`src/sv/sorted_priority_queue_macros.svh`:
```
// Assertion macros used by the RTL of the sorted priority queue.
`ifndef SORTED_PRIORITY_QUEUE_MACROS_SVH
`define SORTED_PRIORITY_QUEUE_MACROS_SVH

`ifndef ASSERT_OFF

`define SPQ_ASSERT(lbl, prop, msg) \
  lbl: assert property (@(posedge clk) disable iff (!rst_n) (prop)) else $error(msg);

`define SPQ_ASSERT_IMP(lbl, ante, cons, msg) \
  lbl: assert property (@(posedge clk) disable iff (!rst_n) (ante) |-> (cons)) \
    else $error(msg);

`define SPQ_ASSERT_NEXT(lbl, ante, cons, msg) \
  lbl: assert property (@(posedge clk) disable iff (!rst_n) (ante) |=> (cons)) \
    else $error(msg);

`else

`define SPQ_ASSERT(lbl, prop, msg)
`define SPQ_ASSERT_IMP(lbl, ante, cons, msg)
`define SPQ_ASSERT_NEXT(lbl, ante, cons, msg)

`endif

`endif

```
`src/sv/spq_pkg.sv`:
```
`default_nettype none

package spq_pkg;

  localparam int TAG_W  = 16;
  localparam int PRIO_W = 4;
  localparam int STAT_W = 2;

  localparam logic CMD_INSERT = 1'b0;
  localparam logic CMD_LIST   = 1'b1;

  localparam logic [STAT_W-1:0] ST_INSERTED = 2'd0;
  localparam logic [STAT_W-1:0] ST_DROPPED  = 2'd1;
  localparam logic [STAT_W-1:0] ST_ENTRY    = 2'd2;
  localparam logic [STAT_W-1:0] ST_EMPTY    = 2'd3;

  typedef struct packed {
    logic [TAG_W-1:0]  tag;
    logic [PRIO_W-1:0] prio;
  } entry_t;

endpackage

`default_nettype wire

```
`src/sv/spq_ram.sv`:
```
`default_nettype none

module spq_ram #(
  parameter int WIDTH = 20,
  parameter int DEPTH = 16
) (
  input  wire logic                     clk,
  input  wire logic                     we,
  input  wire logic [$clog2(DEPTH)-1:0] waddr,
  input  wire logic [WIDTH-1:0]         wdata,
  input  wire logic [$clog2(DEPTH)-1:0] raddr,
  output logic      [WIDTH-1:0]         rdata
);

  logic [WIDTH-1:0] mem [DEPTH];

  always_ff @(posedge clk) begin
    if (we) begin
      mem[waddr] <= wdata;
    end
    rdata <= mem[raddr];
  end

endmodule

`default_nettype wire

```
`src/sv/sorted_priority_queue.sv`:
```
// Inserting to a full or empty store or listing an empty one strobes the result next cycle.
// Insert: entries of higher priority are shifted up one at a time from the tail, as set by the
// single read and single write port of the entry memory, then the new entry fills the gap.
// List: results on consecutive cycles, one per entry, via the RAM read and output registers.
// A new transaction may start in the cycle its predecessor's last result is shown.
// Synchronous reset empties the queue; the entry memory is not cleared; unset words go unused.
`default_nettype none
`include "sorted_priority_queue_macros.svh"

module sorted_priority_queue #(
  parameter int DEPTH = 16
) (
  input  wire logic                        clk,
  input  wire logic                        rst_n,
  input  wire logic                        start,
  output logic                             busy,
  input  wire logic                        in_cmd,
  input  wire logic [spq_pkg::TAG_W-1:0]   in_customer_tag,
  input  wire logic [spq_pkg::PRIO_W-1:0]  in_priority_req,
  output logic                             out_valid,
  output logic [spq_pkg::STAT_W-1:0]       out_status,
  output logic [spq_pkg::TAG_W-1:0]        out_entry_tag,
  output logic [spq_pkg::PRIO_W-1:0]       out_entry_priority,
  output logic                             out_last
);

  localparam int AW = $clog2(DEPTH);
  localparam int CW = $clog2(DEPTH + 1);

  typedef enum logic [1:0] {S_IDLE, S_INS, S_HEAD, S_LIST} state_t;

  state_t                       state_r, state_nxt;
  logic [CW-1:0]                fill_r, fill_nxt;
  logic [AW-1:0]                idx_r, idx_nxt;
  spq_pkg::entry_t              new_r, new_nxt;
  logic                         out_valid_r, out_valid_nxt;
  logic [spq_pkg::STAT_W-1:0]   out_status_r, out_status_nxt;
  logic [spq_pkg::TAG_W-1:0]    out_tag_r, out_tag_nxt;
  logic [spq_pkg::PRIO_W-1:0]   out_prio_r, out_prio_nxt;
  logic                         out_last_r, out_last_nxt;

  logic                         accept;
  logic                         full;
  logic [AW-1:0]                last_idx;
  logic                         ram_we;
  logic [AW-1:0]                ram_waddr;
  logic [AW-1:0]                ram_raddr;
  spq_pkg::entry_t              ram_wdata;
  spq_pkg::entry_t              ram_rdata;
  spq_pkg::entry_t              in_entry;

  assign busy     = (state_r != S_IDLE);
  assign accept   = start && !busy;
  assign full     = (fill_r == CW'(DEPTH));
  assign last_idx = AW'(fill_r - 1'b1);
  assign in_entry = '{tag: in_customer_tag, prio: in_priority_req};

  spq_ram #(
    .WIDTH ($bits(spq_pkg::entry_t)),
    .DEPTH (DEPTH)
  ) u_ram (
    .clk   (clk),
    .we    (ram_we),
    .waddr (ram_waddr),
    .wdata (ram_wdata),
    .raddr (ram_raddr),
    .rdata (ram_rdata)
  );

  always_comb begin
    state_nxt      = state_r;
    fill_nxt       = fill_r;
    idx_nxt        = idx_r;
    new_nxt        = new_r;
    out_valid_nxt  = 1'b0;
    out_status_nxt = spq_pkg::ST_INSERTED;
    out_tag_nxt    = '0;
    out_prio_nxt   = '0;
    out_last_nxt   = 1'b0;
    ram_we         = 1'b0;
    ram_waddr      = idx_r + 1'b1;
    ram_wdata      = new_r;
    ram_raddr      = idx_r;
    case (state_r)
      S_IDLE: begin
        ram_raddr = (in_cmd == spq_pkg::CMD_LIST) ? '0 : last_idx;
        if (accept) begin
          new_nxt = in_entry;
          if (in_cmd == spq_pkg::CMD_INSERT) begin
            if (full) begin
              out_valid_nxt  = 1'b1;
              out_status_nxt = spq_pkg::ST_DROPPED;
              out_last_nxt   = 1'b1;
            end else if (fill_r == '0) begin
              ram_we         = 1'b1;
              ram_waddr      = '0;
              ram_wdata      = in_entry;
              fill_nxt       = fill_r + 1'b1;
              out_valid_nxt  = 1'b1;
              out_status_nxt = spq_pkg::ST_INSERTED;
              out_last_nxt   = 1'b1;
            end else begin
              idx_nxt   = last_idx;
              state_nxt = S_INS;
            end
          end else begin
            if (fill_r == '0) begin
              out_valid_nxt  = 1'b1;
              out_status_nxt = spq_pkg::ST_EMPTY;
              out_last_nxt   = 1'b1;
            end else begin
              idx_nxt   = '0;
              state_nxt = S_LIST;
            end
          end
        end
      end
      S_INS: begin
        ram_we    = 1'b1;
        ram_waddr = idx_r + 1'b1;
        if (ram_rdata.prio > new_r.prio) begin
          ram_wdata = ram_rdata;
          if (idx_r == '0) begin
            state_nxt = S_HEAD;
          end else begin
            idx_nxt   = idx_r - 1'b1;
            ram_raddr = idx_r - 1'b1;
          end
        end else begin
          ram_wdata      = new_r;
          fill_nxt       = fill_r + 1'b1;
          out_valid_nxt  = 1'b1;
          out_status_nxt = spq_pkg::ST_INSERTED;
          out_last_nxt   = 1'b1;
          state_nxt      = S_IDLE;
        end
      end
      S_HEAD: begin
        ram_we         = 1'b1;
        ram_waddr      = '0;
        ram_wdata      = new_r;
        fill_nxt       = fill_r + 1'b1;
        out_valid_nxt  = 1'b1;
        out_status_nxt = spq_pkg::ST_INSERTED;
        out_last_nxt   = 1'b1;
        state_nxt      = S_IDLE;
      end
      S_LIST: begin
        out_valid_nxt  = 1'b1;
        out_status_nxt = spq_pkg::ST_ENTRY;
        out_tag_nxt    = ram_rdata.tag;
        out_prio_nxt   = ram_rdata.prio;
        if (CW'(idx_r) + 1'b1 == fill_r) begin
          out_last_nxt = 1'b1;
          state_nxt    = S_IDLE;
        end else begin
          idx_nxt   = idx_r + 1'b1;
          ram_raddr = idx_r + 1'b1;
        end
      end
      default: begin
        state_nxt = S_IDLE;
      end
    endcase
  end

  always_ff @(posedge clk) begin
    if (!rst_n) begin
      state_r     <= S_IDLE;
      fill_r      <= '0;
      out_valid_r <= 1'b0;
    end else begin
      state_r     <= state_nxt;
      fill_r      <= fill_nxt;
      out_valid_r <= out_valid_nxt;
    end
    idx_r        <= idx_nxt;
    new_r        <= new_nxt;
    out_status_r <= out_status_nxt;
    out_tag_r    <= out_tag_nxt;
    out_prio_r   <= out_prio_nxt;
    out_last_r   <= out_last_nxt;
  end

  assign out_valid          = out_valid_r;
  assign out_status         = out_status_r;
  assign out_entry_tag      = out_tag_r;
  assign out_entry_priority = out_prio_r;
  assign out_last           = out_last_r;

  `SPQ_ASSERT(a_fill_bound, fill_r <= CW'(DEPTH), "Fill count exceeds the depth.")
  `SPQ_ASSERT_IMP(a_single_last, out_valid_r && out_status_r != spq_pkg::ST_ENTRY, out_last_r, "A non-listing result is not marked last.")
  `SPQ_ASSERT_NEXT(a_accept_progress, accept, busy || out_valid_r, "An accepted transaction neither started work nor gave a result.")
  `SPQ_ASSERT_IMP(a_ins_room, state_r == S_INS || state_r == S_HEAD, fill_r != '0 && !full, "Insert in progress on an empty or full store.")
  `SPQ_ASSERT_IMP(a_insert_grows, out_valid_r && out_status_r == spq_pkg::ST_INSERTED, fill_r == $past(fill_r) + 1'b1, "An insert did not grow the fill count by one.")

endmodule

`default_nettype wire

```
`config.mk`:
```
export PLATFORM = sky130hd
export DESIGN_NAME = sorted_priority_queue
export DESIGN_NICKNAME = d
export VERILOG_FILES = /design/src/sv/spq_pkg.sv /design/src/sv/spq_ram.sv /design/src/sv/sorted_priority_queue.sv
export VERILOG_INCLUDE_DIRS = /design/src /design/src/sv
export SDC_FILE = /design/constraint.sdc
export NUM_CORES = 1
export LEC_CHECK = 0
export ABC_CLOCK_PERIOD_IN_PS = 8100
export BUFFER_PORTS_ARGS = -buffer_cell sky130_fd_sc_hd__buf_2
export CORE_MARGIN = 3
export CORE_UTILIZATION = 65
export CTS_CLUSTER_DIAMETER = 30
export DETAILED_ROUTE_END_ITERATION = 10
export MAX_ROUTING_LAYER = met4
export PLACE_DENSITY_LB_ADDON = 0.2
export SYNTH_ARGS = -nofsm -noshare
export SYNTH_HDL_FRONTEND = slang
export SYNTH_SLANG_ARGS = --single-unit
```
`constraint.sdc`:
```
create_clock -name clk -period 8.1 [get_ports clk]
set_clock_uncertainty 0.2 [all_clocks]
set_input_delay 0.81 -clock clk [delete_from_list [all_inputs] [get_ports clk]]
set_output_delay 0.81 -clock clk [all_outputs]
set_load 0.03 [all_outputs]
```
# Word level (Yosys, flattened, before mapping)
# Memories as Yosys holds them, arrays and structs flattened. A register that Yosys moved wholly into a read port is not among the register bits.
# Index checks and enable logic that the tools add are counted.
# Widths: inputs -> output; s select.
# classes
addsub	5
n_mul	0
div	0
order_cmp	1
n_eq_ne	14
n_shift	0
muxes	56
n_bitwise	0
reduce_logical	14
# ops
op	n
$mux 20	5
$mux 4	13
$pmux 20 s2	1
$mux 5	5
$pmux 4 s3	2
$mux 2	11
$pmux 5 s3	1
$ne 2x2->1 const B	7
$mux 1	12
$pmux 2 s4	1
$pmux 4 s2	1
$sub 4x1->4 const B	2
$ne 3x3->1 const B	2
$pmux 2 s3	1
$reduce_and 6->1	1
$reduce_bool 3->1	2
$add 4x1->5 const B	1
$add 5x1->5 const B	1
$eq 5x5->1	1
$eq 5x5->1 const B	1
$logic_not 5->1	1
$reduce_and 5->1	1
$add 4x1->4 const B	1
$eq 2x2->1 const B	2
13 further kinds	14
# word_totals
reg_bits	55
latchBits	0
ram_bits	320
mem_bits_ro	0
in_bits	24
n_memories	1
# mem_list
name	words	width	rd	rd_ports_with_merged_regs	write_ports	line_no	rtl
u_ram.mem	16	20	1	1	1	spq_ram.sv:15	logic [WIDTH-1:0] mem [DEPTH];

# Longest topological paths before layout
# depth
ltp_word	8
mapped_depth	13

# Cells and area by module
# From an unflattened synthesis, not the netlist that was laid out.
# hier_totals
hier_cells	838
hier_area_um2	15479.8
# by_module_without_submodules
mod	instances	cells_each	area_each_um2
spq_ram	1	533	12530.8
sorted_priority_queue	1	305	2949.1

# Worst setup path after synthesis
# OpenSTA, ideal clock, no wires.
# synth_path
kind	input-to-reg
from	in start
to	mem u_ram.mem[9][0] (enable)
arrival_time_ns	3.389
required_time_ns	7.478
setup_slack_ns	4.089
cell_stages	6
path_buffers	0
cell_sequence	and2_1 nand3_1 or3_1 and4b_1 nand3_1 nor3_1
# synth_via
elab_chain_len	5
word_cells_on_any_way	7
cone_classes	6 x mux; 1 x reduce/logical
# synth_lines
item	line_no	rtl
start, declared	sorted_priority_queue.sv:15	input wire logic start,
$logic_and 1x1->1 (*)	sorted_priority_queue.sv:53	assign accept = start && !busy;
$mux 1	sorted_priority_queue.sv:87	if (accept) begin
$pmux 1 s2	sorted_priority_queue.sv:84	case (state_r)
$mux 1	spq_ram.sv:18	if (we) begin
$mux 1 (not written as such)	spq_ram.sv:19	mem[waddr] <= wdata;
end, declared	spq_ram.sv:15	
# Mark *: on every way between the ends. The rest lies on a longest branch, timed or not.

# Worst setup path after layout
# layout_path
from	reg idx_r[0]
to	reg u_ram.rdata[1] (read register of u_ram.mem)
# layout_via
elab_chain_len	4
word_cells_on_any_way	9
cone_classes	3 x add/sub; 1 x eq/ne; 4 x mux; 1 x reduce/logical
# layout_lines
item	line_no	rtl
start, declared	sorted_priority_queue.sv:34	logic [AW-1:0] idx_r, idx_nxt;
start signal, assigned	sorted_priority_queue.sv:177	idx_r <= idx_nxt;
$add 4x1->5, or another cell as far along	sorted_priority_queue.sv:153	if (CW'(idx_r) + 1'b1 == fill_r) begin
$eq 5x5->1 or $mux 4 (tied branches)	n/a	
$mux 4 (on tied branches)	n/a	
$pmux 4 s3 (*)	sorted_priority_queue.sv:84	
end, declared	spq_ram.sv:12	output logic [WIDTH-1:0] rdata
# Marked as above.
# A chain may end at the register's enable or synchronous reset.

==> flow_summary.toml <==
[route]
dr.first_iter.drc_count = 1836
wirelength_mm = 40.15
vias_per_cell = 6.649
vias = 10400
first_pass_iters = 9
drc = 0
wl_per_cell_um = 25.67
drtAntennaViolNets = 0

[timing]
max_slew.worst_pin.slew_ps = 1276
layout_min_cycle_time_ps = 5283
setup_ws_ps = 2817
rsz0062_at_grt = "no"
max_freq_mhz = 189.3
setup-violations-final = 0
relSlewSlack_pct = 14.95
hold_slack_ps = 234.7
period_share_pct = 65.22
tns_ps = 0
hold_viol = 0
drv_slew = 0

[logic_synthesis]
synth_compound_area_share_pct = 11.83
synth_area_leaders = "edfxtp_1 (66%), dfxtp_1 (6.5%), nand2_1 (4.3%), a21oi_1 (2.9%), a221o_1 (2.7%)"
synth-seq-cells = 395
synthCells = 1122
synth_area_mm2 = 0.01576
syn_area_per_cell_um2 = 14.05
synthXorXnorAreaFrac_pct = 0.8811
synth_edf_count = 344
synth_seq_area_share_pct = 72.01
synthAdderAreaFrac_pct = 1.032
yosysWarnings = 0
synth_cell_types = 58
yosysMostFrequentCell = "edfxtp_1"
synth_top_area_share_pct = 65.53
synth_commonest_cells = "edfxtp_1 (344), nand2_1 (182), a21oi_1 (92), dfxtp_1 (51), a221o_1 (42)"
ys.flop_type = "edfxtp_1"
synth.largest_area_cell = "edfxtp_1"
synth_nets = 1159
synth_mux_area_share_pct = 2.699
synth_top_family_by_area = "compound AO/OA/AOI/OAI gates"
async_flop_share_pct = 0
synth-simple-area-share_pct = 8.422

[cts]
clockRootBuffer = "clkbuf_16"
numCtsBuffers = 68
ctsHoldBuffers = 0
clk-insertion-delay-late_ps = 570
cts_setup_buffers = 0
cts_buffer_depth = 3
cts_tree = "yes"
cts_htree_levels = 3
path_clk_slew_ps = 60
cts_sinks = 395
post_cts_resized = 0

[power_and_ir_drop]
p_leak_uw = 0.006828
ir_worst_vdd_v = 0.0003736
power.density_mw_per_mm2 = 492.3
power_uw = 9205

[global_routing]
grt_use_total_pct = 31.55
grt_pass1_wl_mm = 59.71
overflow = 0
antenna_found_initial = 0
grt_pass1_vias = 10160
grt_max_degree = 161

[layout]
design_area_mm2 = 0.01870
drive_gt1_share_pct = 17.75
area_growth_pct = 18.62
antenna_cells = 0
nets = 1228

[hold_path]
holdPathStages = 1
hold_class = "in2reg"

[critical_path]
arrival_ps = 5520
critPathMaxFanout = 67
worst-r2r-cell-count = 12
startpoint_type = "flip-flop"
path_class = "reg2reg"
crit_path_end_kind = "flip-flop"
required_ps = 8340

[place]
dp_hpwl_mm = 19.82
gp_congestion = 0.9373
postPlaceCellArea_mm2 = 0.01633
place_ws_ps = 3071
port_buffers = 48

[die]
io_pins = 49
start_util_pct = 66.56
core_mm2 = 0.02368
dieHeight_um = 161.7
die-area_mm2 = 0.02616
die_w_um = 161.7
fp-row-count = 56

[outcome]
outcome = "complete, no violations"

[job]
drv_cap = 0
-- layout make-up --
cell class                      count  area, um2
Clock buffer                       79       1804
Clock inverter                     45      555.5
Fill cell                        1290       4985
Inverter                           34      127.6
Multi-Input combinational cell    617       4014
Sequential cell                   395      11350
Tap cell                          319      399.1
Timing Repair Buffer               75      446.7
-- flip-flops by register name (all words and copies together), names as in the netlist --
register	count
fill_r	5
out_status	2
new_r	20
idx_r	4
out_entry_tag	16
out_entry_priority	4
out_last	1
state_r	2
u_ram.mem	320
u_ram.rdata	20
out_valid	1
-- per-layer routing --
metal	up-vias	share of wire, %	GRT usage, %
met5	-	0	-
met4	0	3.6	14.27
met3	122	12	7.269
met2	748	46	46.22
met1	5081	39	43.03
li1	4448	-	-
-- cells by family (layout without fill, tap and decap cells) --
logic type,after synthesis,in the layout
adder cells (fa/ha/maj),13,13
AND/OR/NAND/NOR,300,300
flip-flops,395,395
multiplexers,42,42
AO/OA/AOI/OAI,247,247
buffers and inverters,110,233
XOR/XNOR,15,15
-- critical path, stage by stage, from the launching register on --
cell and delay (ps):
edfxtp_1 670, inv_1 210, ha_1 600, xnor2_1 180
and2_1 170, o2111a_2 320, mux2_4 350, o211ai_4 380
buf_4 680, buf_4 680, a32oi_1 270, a22oi_1 260
nand3_1 120
-- stage by stage --
stage / util [%] / instances
after floorplan: - / 1122
after global placement: 68.94 / 1439
after detailed placement: 68.94 / 1439
after CTS: 78.90 / 1563
after global routing: 78.95 / 1564
final: 78.95 / 1564
-- worst paths after layout --
check | startpoint | end | slack, ps
setup / recovery | idx_r[0] | u_ram.rdata[1] | 2820
setup reg to reg | idx_r[0] | u_ram.rdata[1] | 2820
hold reg to reg | u_ram.rdata[5] | out_entry_tag[1] | 270
hold / removal | in_customer_tag[1] | new_r[5] | 230
-- cell usage in the layout, fill, tap and decap left out, drive strengths merged, types with 3 or more instances in the layout --
master | netlist | final
edfxtp | 344 | 344
nand2 | 183 | 183
a21oi | 92 | 92
clkbuf | 30 | 79
buf | 46 | 75
dfxtp | 51 | 51
inv | 34 | 45
a221o | 42 | 42
mux2i | 41 | 41
a32oi | 40 | 40
nand3 | 29 | 29
and2 | 28 | 28
nor2 | 27 | 27
a22oi | 20 | 20
a222oi | 20 | 20
clkinv | 0 | 18
ha | 13 | 13
xnor2 | 13 | 13
bufinv | 0 | 9
nor3 | 9 | 9
clkinvlp | 0 | 7
o21ai | 5 | 5
nand4 | 4 | 4
nand2b | 3 | 3
o21a | 3 | 3
nor2b | 3 | 3
a31oi | 3 | 3
-- report_power, final --
| group | switching [uW] | internal (uW) | leakage [uW] |
|---|---|---|---|
| Combinational | 2270 | 1010 | 0.00214 |
| Clock | 1010 | 1910 | 0.00114 |
| Sequential | 171 | 2830 | 0.00354 |
Note: power is estimated with default switching activity, not from simulation.
